===== src/sv/aat_pkg.sv =====
// ----------------------------------------------------------------------------
// Active alert table package
// Sizes, codes and the types shared between the table cells and the top level.
// ----------------------------------------------------------------------------
package aat_pkg;

    localparam int MAX_ACTIVE  = 8;
    localparam int ALERT_CODES = 64;
    localparam int TIME_BITS   = 32;

    localparam int IDX_W  = $clog2(MAX_ACTIVE);
    localparam int CNT_W  = $clog2(MAX_ACTIVE + 1);
    localparam int CODE_W = $clog2(ALERT_CODES);

    typedef logic [IDX_W-1:0]     idx_t;
    typedef logic [CNT_W-1:0]     cnt_t;
    typedef logic [CODE_W-1:0]    code_t;
    typedef logic [TIME_BITS-1:0] time_val_t;

    typedef enum logic [2:0] {
        ST_ACCEPTED     = 3'd0,
        ST_RECOVERED    = 3'd1,
        ST_UNKNOWN_ALRT = 3'd2,
        ST_UNKNOWN_REC  = 3'd3,
        ST_NO_ACTIVE    = 3'd4
    } status_t;

    typedef enum logic [2:0] {
        CELL_HOLD,
        CELL_WRITE,
        CELL_REFRESH,
        CELL_DROP,
        CELL_SHIFT
    } cell_op_t;

    typedef enum logic [3:0] {
        S_IDLE,
        S_RAISE_SCAN,
        S_RAISE_UPD,
        S_SUM,
        S_EMIT,
        S_REC_ADDR,
        S_REC_DATA,
        S_REC_DROP,
        S_COMPACT
    } state_t;

    typedef struct packed {
        logic      valid;
        code_t     code;
        logic [1:0] prio;
        time_val_t tstamp;
        logic [3:0] clr;
    } entry_t;

    // Command broadcast to every cell of the table.
    typedef struct packed {
        cell_op_t   op;
        code_t      code;
        logic [1:0] prio;
        time_val_t  tstamp;
        logic [3:0] clr;
    } cell_ctrl_t;

endpackage


===== src/sv/aat_cell.sv =====
// ----------------------------------------------------------------------------
// Active alert table cell
// Holds one table entry; loads, refreshes, drops or takes its right neighbour.
// ----------------------------------------------------------------------------
module aat_cell (
    input  logic                aclk,
    input  logic                aresetn,
    input  aat_pkg::cell_ctrl_t ctrl,
    input  logic                sel,
    input  aat_pkg::entry_t     right_in,
    input  logic                hole_in,
    output logic                hole_out,
    output logic                match,
    output aat_pkg::entry_t     entry
);

    aat_pkg::entry_t entry_reg, entry_next;

    assign match    = entry_reg.valid && (entry_reg.clr == ctrl.clr);
    // A cell moves left once any cell at or before it is empty.
    assign hole_out = hole_in || !entry_reg.valid;
    assign entry    = entry_reg;

    always_comb begin
        entry_next = entry_reg;
        case (ctrl.op)
            aat_pkg::CELL_WRITE: begin
                if (sel) begin
                    entry_next.valid  = 1'b1;
                    entry_next.code   = ctrl.code;
                    entry_next.prio   = ctrl.prio;
                    entry_next.tstamp = ctrl.tstamp;
                    entry_next.clr    = ctrl.clr;
                end
            end
            aat_pkg::CELL_REFRESH: begin
                if (sel) begin
                    entry_next.prio   = ctrl.prio;
                    entry_next.tstamp = ctrl.tstamp;
                end
            end
            aat_pkg::CELL_DROP: begin
                if (match) begin
                    entry_next.valid = 1'b0;
                end
            end
            aat_pkg::CELL_SHIFT: begin
                if (hole_out) begin
                    entry_next = right_in;
                end
            end
            default: begin
                entry_next = entry_reg;
            end
        endcase
    end

    always_ff @(posedge aclk) begin
        if (!aresetn) begin
            entry_reg <= '0;
        end else begin
            entry_reg <= entry_next;
        end
    end

endmodule


===== src/sv/active_alert_table.sv =====
// ----------------------------------------------------------------------------
// Active alert table
// Table of active alerts with a saturating repeat counter per alert code.
// ----------------------------------------------------------------------------
// The entries sit in a row of cells that is always packed from slot 0. A raise
// word scans the row one slot a cycle, updates one cell, then scans again for
// the summary. A recover word scans for the summary and, if any entry holds
// its recovery code, walks the row once more, reading the counter memory for
// each cleared entry and sending its result, which may wait on the output;
// it then drops the cleared entries and compacts the row. Rejected words go
// straight to their result. A new word is taken only once the previous one
// is finished, while its last result may still wait on the output.
module active_alert_table (
    input  logic        aclk,
    input  logic        aresetn,
    input  logic        s_tvalid,
    output logic        s_tready,
    // [7:0] alert_code, [9:8] alert_priority, [13:10] recovery_code,
    // [45:14] time_ms, [47:46] zero
    input  logic [47:0] s_tdata,
    // [0] req_type
    input  logic [0:0]  s_tuser,
    output logic        m_tvalid,
    input  logic        m_tready,
    // [5:0] result_code, [37:6] repeat_count, [39:38] highest_priority,
    // [43:40] active_count, [47:44] zero
    output logic [47:0] m_tdata,
    // [2:0] status
    output logic [2:0]  m_tuser,
    // last_result
    output logic        m_tlast
);

    localparam int N = aat_pkg::MAX_ACTIVE;

    aat_pkg::state_t state_reg, state_next;

    // Request registers
    logic              rec_reg;
    logic [7:0]        code_in_reg;
    logic [1:0]        prio_reg;
    logic [3:0]        clr_reg;
    aat_pkg::time_val_t time_reg;

    aat_pkg::idx_t     idx_reg;
    logic              hit_reg;
    aat_pkg::idx_t     hit_idx_reg;
    aat_pkg::idx_t     cand_reg;
    aat_pkg::cnt_t     acc_n_reg, match_n_reg, sent_reg;
    logic [1:0]        acc_hi_reg;
    logic [1:0]        top_reg;
    aat_pkg::cnt_t     count_reg;

    aat_pkg::status_t  res_status_reg;
    logic [31:0]       res_cnt_reg;

    // Output register
    logic              out_valid_reg;
    aat_pkg::status_t  out_status_reg;
    logic [5:0]        out_code_reg;
    logic [31:0]       out_cnt_reg;
    logic [1:0]        out_hi_reg;
    logic [3:0]        out_ac_reg;
    logic              out_last_reg;
    logic              out_load;

    // Counter memory with one valid bit per code
    logic [31:0]       cnt_mem [aat_pkg::ALERT_CODES];
    logic [aat_pkg::ALERT_CODES-1:0] cnt_vld_reg;
    logic [31:0]       rd_data_reg;
    logic              rd_en;
    aat_pkg::code_t    rd_addr;
    logic              wr_en;
    logic [31:0]       wr_data;

    // Cell row
    aat_pkg::cell_ctrl_t ctrl;
    logic [N-1:0]        sel;
    aat_pkg::entry_t     entries [N];
    aat_pkg::entry_t     right_in [N];
    logic [N:0]          holes;
    logic [N-1:0]        match_vec;

    aat_pkg::entry_t cur;
    logic            cur_match, cur_alive, last_idx, out_free;
    aat_pkg::code_t  req_code;
    aat_pkg::idx_t   slot;
    logic [1:0]      sum_hi;
    aat_pkg::cnt_t   sum_n, sum_m;
    logic [1:0]      in_prio;

    assign holes[0] = 1'b0;

    for (genvar i = 0; i < N; i++) begin : g_cell
        if (i == N - 1) begin : g_tail
            assign right_in[i] = '0;
        end else begin : g_mid
            assign right_in[i] = entries[i+1];
        end
        aat_cell u_cell (
            .aclk     (aclk),
            .aresetn  (aresetn),
            .ctrl     (ctrl),
            .sel      (sel[i]),
            .right_in (right_in[i]),
            .hole_in  (holes[i]),
            .hole_out (holes[i+1]),
            .match    (match_vec[i]),
            .entry    (entries[i])
        );
    end

    assign cur       = entries[idx_reg];
    assign cur_match = match_vec[idx_reg];
    assign cur_alive = cur.valid && !(rec_reg && cur_match);
    assign last_idx  = (idx_reg == aat_pkg::idx_t'(N - 1));
    assign out_free  = !out_valid_reg || m_tready;
    assign req_code  = aat_pkg::code_t'(code_in_reg);
    assign in_prio   = (s_tdata[9:8] == 2'd3) ? 2'd0 : s_tdata[9:8];
    assign out_load  = out_free && ((state_reg == aat_pkg::S_EMIT) ||
                                    (state_reg == aat_pkg::S_REC_DATA));

    // Hit slot, else free slot at the fill level (packed row), else candidate.
    always_comb begin
        if (hit_reg) begin
            slot = hit_idx_reg;
        end else if (count_reg < aat_pkg::cnt_t'(N)) begin
            slot = aat_pkg::idx_t'(count_reg);
        end else begin
            slot = cand_reg;
        end
    end

    always_comb begin
        sum_hi = (cur_alive && cur.prio > acc_hi_reg) ? cur.prio : acc_hi_reg;
        sum_n  = acc_n_reg + aat_pkg::cnt_t'(cur_alive);
        sum_m  = match_n_reg + aat_pkg::cnt_t'(cur.valid && cur_match);
    end

    // Next state
    always_comb begin
        state_next = state_reg;
        case (state_reg)
            aat_pkg::S_IDLE: begin
                if (s_tvalid) begin
                    if (s_tuser[0]) begin
                        state_next = (s_tdata[13:10] == 4'd0) ? aat_pkg::S_EMIT
                                                              : aat_pkg::S_SUM;
                    end else if (32'(s_tdata[7:0]) >= aat_pkg::ALERT_CODES) begin
                        state_next = aat_pkg::S_EMIT;
                    end else begin
                        state_next = aat_pkg::S_RAISE_SCAN;
                    end
                end
            end
            aat_pkg::S_RAISE_SCAN: begin
                if (last_idx) state_next = aat_pkg::S_RAISE_UPD;
            end
            aat_pkg::S_RAISE_UPD: begin
                state_next = aat_pkg::S_SUM;
            end
            aat_pkg::S_SUM: begin
                if (last_idx) begin
                    if (rec_reg && sum_m != '0) begin
                        state_next = aat_pkg::S_REC_ADDR;
                    end else begin
                        state_next = aat_pkg::S_EMIT;
                    end
                end
            end
            aat_pkg::S_EMIT: begin
                if (out_free) state_next = aat_pkg::S_IDLE;
            end
            aat_pkg::S_REC_ADDR: begin
                if (cur_match) begin
                    state_next = aat_pkg::S_REC_DATA;
                end else if (last_idx) begin
                    state_next = aat_pkg::S_REC_DROP;
                end
            end
            aat_pkg::S_REC_DATA: begin
                if (out_free) begin
                    state_next = last_idx ? aat_pkg::S_REC_DROP : aat_pkg::S_REC_ADDR;
                end
            end
            aat_pkg::S_REC_DROP: begin
                state_next = aat_pkg::S_COMPACT;
            end
            aat_pkg::S_COMPACT: begin
                if (last_idx || !holes[N]) state_next = aat_pkg::S_IDLE;
            end
            default: begin
                state_next = aat_pkg::S_IDLE;
            end
        endcase
    end

    // Outputs of the sequencer
    always_comb begin
        s_tready    = 1'b0;
        ctrl.op     = aat_pkg::CELL_HOLD;
        ctrl.code   = req_code;
        ctrl.prio   = prio_reg;
        ctrl.tstamp = time_reg;
        ctrl.clr    = clr_reg;
        sel         = '0;
        rd_en       = 1'b0;
        rd_addr     = req_code;
        wr_en       = 1'b0;
        wr_data     = (rd_data_reg == 32'hFFFF_FFFF) ? rd_data_reg : rd_data_reg + 32'd1;
        case (state_reg)
            aat_pkg::S_IDLE: begin
                s_tready = 1'b1;
            end
            aat_pkg::S_RAISE_SCAN: begin
                rd_en = 1'b1;
            end
            aat_pkg::S_RAISE_UPD: begin
                ctrl.op    = hit_reg ? aat_pkg::CELL_REFRESH : aat_pkg::CELL_WRITE;
                sel[slot]  = 1'b1;
                wr_en      = 1'b1;
            end
            aat_pkg::S_REC_ADDR: begin
                rd_en   = 1'b1;
                rd_addr = cur.code;
            end
            aat_pkg::S_REC_DROP: begin
                ctrl.op = aat_pkg::CELL_DROP;
            end
            aat_pkg::S_COMPACT: begin
                ctrl.op = aat_pkg::CELL_SHIFT;
            end
            default: begin
                s_tready = 1'b0;
            end
        endcase
    end

    always_ff @(posedge aclk) begin
        if (!aresetn) begin
            cnt_vld_reg <= '0;
        end else if (wr_en) begin
            cnt_vld_reg[req_code] <= 1'b1;
        end
    end

    always_ff @(posedge aclk) begin
        if (wr_en) begin
            cnt_mem[req_code] <= wr_data;
        end
        if (rd_en) begin
            rd_data_reg <= cnt_vld_reg[rd_addr] ? cnt_mem[rd_addr] : 32'd0;
        end
    end

    always_ff @(posedge aclk) begin
        if (!aresetn) begin
            state_reg     <= aat_pkg::S_IDLE;
            out_valid_reg <= 1'b0;
            top_reg       <= '0;
            count_reg     <= '0;
            idx_reg       <= '0;
        end else begin
            state_reg <= state_next;
            if (out_load) begin
                out_valid_reg <= 1'b1;
            end else if (m_tready) begin
                out_valid_reg <= 1'b0;
            end
            case (state_reg)
                aat_pkg::S_IDLE: begin
                    idx_reg     <= '0;
                    hit_reg     <= 1'b0;
                    cand_reg    <= '0;
                    acc_n_reg   <= '0;
                    acc_hi_reg  <= '0;
                    match_n_reg <= '0;
                    sent_reg    <= '0;
                    res_cnt_reg <= '0;
                    if (s_tvalid) begin
                        rec_reg     <= s_tuser[0];
                        code_in_reg <= s_tdata[7:0];
                        prio_reg    <= in_prio;
                        clr_reg     <= s_tdata[13:10];
                        time_reg    <= aat_pkg::time_val_t'(s_tdata[45:14]);
                        if (s_tuser[0]) begin
                            res_status_reg <= aat_pkg::ST_UNKNOWN_REC;
                        end else begin
                            res_status_reg <= aat_pkg::ST_UNKNOWN_ALRT;
                        end
                    end
                end
                aat_pkg::S_RAISE_SCAN: begin
                    if (!hit_reg && cur.valid && cur.code == req_code) begin
                        hit_reg     <= 1'b1;
                        hit_idx_reg <= idx_reg;
                    end
                    if (idx_reg != '0) begin
                        if (cur.prio < entries[cand_reg].prio ||
                            (cur.prio == entries[cand_reg].prio &&
                             cur.tstamp < entries[cand_reg].tstamp)) begin
                            cand_reg <= idx_reg;
                        end
                    end
                    idx_reg <= last_idx ? '0 : idx_reg + aat_pkg::idx_t'(1);
                end
                aat_pkg::S_RAISE_UPD: begin
                    res_cnt_reg    <= wr_data;
                    res_status_reg <= aat_pkg::ST_ACCEPTED;
                end
                aat_pkg::S_SUM: begin
                    acc_hi_reg  <= sum_hi;
                    acc_n_reg   <= sum_n;
                    match_n_reg <= sum_m;
                    idx_reg     <= last_idx ? '0 : idx_reg + aat_pkg::idx_t'(1);
                    if (last_idx) begin
                        if (!rec_reg || sum_m != '0) begin
                            top_reg   <= sum_hi;
                            count_reg <= sum_n;
                        end
                        if (rec_reg) res_status_reg <= aat_pkg::ST_NO_ACTIVE;
                    end
                end
                aat_pkg::S_EMIT: begin
                    if (out_free) begin
                        out_status_reg <= res_status_reg;
                        out_code_reg   <= (res_status_reg == aat_pkg::ST_ACCEPTED) ?
                                          6'(req_code) : 6'd0;
                        out_cnt_reg    <= res_cnt_reg;
                        out_hi_reg     <= top_reg;
                        out_ac_reg     <= 4'(count_reg);
                        out_last_reg   <= 1'b1;
                    end
                end
                aat_pkg::S_REC_ADDR: begin
                    if (!cur_match && !last_idx) idx_reg <= idx_reg + aat_pkg::idx_t'(1);
                    if (!cur_match && last_idx) idx_reg <= '0;
                end
                aat_pkg::S_REC_DATA: begin
                    if (out_free) begin
                        out_status_reg <= aat_pkg::ST_RECOVERED;
                        out_code_reg   <= 6'(cur.code);
                        out_cnt_reg    <= rd_data_reg;
                        out_hi_reg     <= top_reg;
                        out_ac_reg     <= 4'(count_reg);
                        out_last_reg   <= (sent_reg + aat_pkg::cnt_t'(1) == match_n_reg);
                        sent_reg       <= sent_reg + aat_pkg::cnt_t'(1);
                        idx_reg        <= last_idx ? '0 : idx_reg + aat_pkg::idx_t'(1);
                    end
                end
                aat_pkg::S_COMPACT: begin
                    idx_reg <= last_idx ? '0 : idx_reg + aat_pkg::idx_t'(1);
                end
                default: begin
                    idx_reg <= idx_reg;
                end
            endcase
        end
    end

    assign m_tvalid = out_valid_reg;
    assign m_tuser  = out_status_reg;
    assign m_tlast  = out_last_reg;
    assign m_tdata  = {4'd0, out_ac_reg, out_hi_reg, out_cnt_reg, out_code_reg};

endmodule

===== config.mk =====
export PLATFORM = sky130hd
export DESIGN_NAME = active_alert_table
export DESIGN_NICKNAME = d
export VERILOG_FILES = /design/src/sv/aat_pkg.sv /design/src/sv/aat_cell.sv /design/src/sv/active_alert_table.sv
export SDC_FILE = /design/constraint.sdc
export NUM_CORES = 2
export LEC_CHECK = 0
export ABC_AREA = 0
export BUFFER_PORTS_ARGS = -buffer_cell sky130_fd_sc_hd__buf_2
export CAP_MARGIN = 20
export CORE_ASPECT_RATIO = 1.2
export CORE_UTILIZATION = 55
export CTS_CLUSTER_DIAMETER = 120
export DETAILED_ROUTE_END_ITERATION = 6
export HOLD_SLACK_MARGIN = 0.15
export PLACE_DENSITY = 0.71
export SETUP_SLACK_MARGIN = 0.02
export SLEW_MARGIN = 40
export SYNTH_ARGS = -nofsm -noshare
export SYNTH_HDL_FRONTEND = slang
export SYNTH_HIERARCHICAL = 1
export SYNTH_SLANG_ARGS = --single-unit

===== constraint.sdc =====
create_clock -name aclk -period 8.9 [get_ports aclk]
set_input_delay 0.89 -clock aclk [delete_from_list [all_inputs] [get_ports aclk]]
set_output_delay 0.89 -clock aclk [all_outputs]
set_load 0.01 [all_outputs]

==> results.json <==
{
  "status": "finished, violations left",
  "period_share_pct": 63.38,
  "violations": "design-rule violations",
  "start_kind": "register",
  "cp_data_arrival_time_ps": 6410,
  "worstMarginPinSlew_ps": 1031,
  "maxSlewHeadroom_pct": 30.60,
  "worstPathRequired_ps": 9670,
  "antenna_found_initial": 7,
  "die_area_um2": 210700,
  "post_drt_via_cell_ratio": 6.535,
  "synth_compound_area_share_pct": 7.842,
  "dp_hpwl_um": 181600,
  "synth-xor-area-share_pct": 0.6253,
  "ys.flop_type": "edfxtp_1",
  "grt_remaining_overflow": 0,
  "drv_slew": 0,
  "largest_register_ffs": 2048,
  "synth_area_per_cell_um2": 13.28,
  "cp_max_fo": 33,
  "grt_pass1_vias": 73936,
  "max-cap-violations": 0,
  "synth_area_leader_cell": "edfxtp_1",
  "period_needed_ps": 5641,
  "netlist.area_leader.share_pct": 58.28,
  "rsz0062_at_grt": "no",
  "layout.nets": 8810,
  "clock.fmax_mhz": 177.3,
  "wl_per_cell_um": 28.07,
  "final_common_cell": "edfxtp_1",
  "clock_sinks": 2667,
  "die_height_um": 502.6,
  "grt_util_all_layers_pct": 30.70,
  "hold_path_class": "input pin to register",
  "numCtsBuffers": 276,
  "synthSimpleGateAreaFrac_pct": 11.66,
  "final.setup_skew_ps": 58.28,
  "cts_setup_buffers": 0,
  "syn_inst": 8649,
  "gp_congestion": 0.8512,
  "drc_errors": 6,
  "mostFrequentLayoutCells": "edfxtp_1, nand2_1, mux2i_1, nand3_1, dfxtp_1",
  "synth_seq_cells": 2667,
  "endpoint_kind": "register",
  "power.leakage_nw": 46.25,
  "ant_nets": 0,
  "crit_type": "register to register",
  "routed_wirelength_um": 327800,
  "post-place-ws_ps": 3351,
  "ir_worst_vdd_mv": 0.2340,
  "setup_viol": 0,
  "synth_cell_types": 79,
  "post-route-util_pct": 61.69,
  "grt_max_degree": 146,
  "async_reset_ff_share_pct": 0,
  "clock_latency_ps": 940,
  "yosys_warnings": 6,
  "crit_start": "idx_reg[0]",
  "cts_resized": 0,
  "drtIter0Drc": 9820,
  "drive_above_1_share_pct": 12.39,
  "grt_first_pass_wirelength_um": 477600,
  "synth_top_family_by_area": "simple AND/OR/NAND/NOR gates",
  "synthMuxAreaShare_pct": 10.56,
  "vias": 76315,
  "r2r-start": "idx_reg[0]",
  "clk_pin_slew_ps": 60,
  "worst_slack_ps": 3259,
  "areaGrowthSynthToFinish_pct": 11.41,
  "first_pass_iters": 7,
  "io_pins": 107,
  "clockBufferDepth": 4,
  "core_area_um2": 207400,
  "powerDensity_nw_per_um2": 252.0,
  "ys_seq_area_share_pct": 65.91,
  "root_buffer": "clkbuf_16",
  "io_buffers": 100,
  "rows": 183,
  "hp-start": "s_tdata[43]",
  "design_area_um2": 128000,
  "synth_edf_count": 2229,
  "cts_tree": "done",
  "holdBufCountCts": 27,
  "place_area_um2": 119200,
  "synthAdderAreaFrac_pct": 0.4793,
  "synth_area_um2": 114900,
  "cts_max_level": 5,
  "fin_tns_setup_ps": 0,
  "synthTopCellsByArea": "edfxtp_1, dfxtp_1, mux2i_1",
  "fp.dieW_um": 419.2,
  "timing.final.hold_violations": 0,
  "start_util_pct": 55.37
}
final cells by class:
type / count / area (um2)
antenna: 6 / 15.01
clock buffer: 348 / 7417
clock inverter: 113 / 923.4
fill: 15350 / 79480
inverter: 22 / 82.58
multi-input combinational: 5383 / 37310
sequential: 2667 / 75710
tap: 2775 / 3472
timing repair buffer: 363 / 3040
synth_stat cells (76+ instances only):
master       n
nand3_1    513
nor3_1      81
mux4_2     178
edfxtp_1  2229
buf_2      142
mux2i_1    783
or3_1       85
clkbuf_1   300
a21oi_1    204
a31oi_1    143
nor2_1     274
o21ai_0    113
buf_1       76
nand2_1   1763
o221ai_1   160
o211a_1    272
dfxtp_1    438
metal layers:
| layer | GRT usage, % | routed length [um] | up-vias |
|---|---|---|---|
| met5 | 0 | 36 | - |
| met4 | 13.82 | 15870 | 6 |
| met1 | 39.13 | 120000 | 38292 |
| met3 | 5.948 | 33620 | 946 |
| met2 | 50.93 | 158200 | 4438 |
| li1 | - | - | 32633 |
path summary, 6_finish.rpt:
| path | endpoint | slack [ps] | depth (start not counted) |
|---|---|---|---|
| max | rd_data_reg[0] | 3260 | 11 |
| min reg2reg | out_hi_reg[1] | 440 | 0 |
| min | time_reg[29] | 190 | 1 |
| max reg2reg | rd_data_reg[0] | 3260 | 11 |
logic make-up after synthesis:
kind of cell	Yosys count
AOI/OAI and AO/OA	1188
xor gates and xnor gates	82
adders and majority gates	44
buffers and inverters	648
DFF	2667
muxes	986
other	1
and+or+nand+nor	3033
worst max-delay path: stages (launching register included):
cell,delay [ps]
dfxtp_4,820
mux4_2,620
mux2i_1,590
a21oi_4,200
buf_4,350
nand2_2,630
buf_4,540
a21oi_1,70
or4b_1,550
a211oi_4,260
buf_4,510
o41a_1,270
per-stage QoR:
| stage | hold WS (ps) | cells | power, mW |
|---|---|---|---|
| 6_report | 192.9 | 11677 | 32.25 |
| 5_1_grt | 170.5 | 11675 | 33.21 |
| 4_1_cts | 150.6 | 11666 | 32.22 |
| 3_3_place_gp | 420.9 | 11156 | 21.20 |
| 2_1_floorplan | 407.6 | 8698 | 19.13 |
| 3_5_place_dp | 418.0 | 11178 | 21.41 |
report_power, final:
part           switching (mW)  leakage (nW)  internal, mW
Clock                    4.65          4.08          6.30
Sequential              0.367          23.7          14.7
Combinational            4.42          18.5          1.78
Total                    9.43          46.3          22.8
No activity file was read; power rests on OpenSTA's default activity.
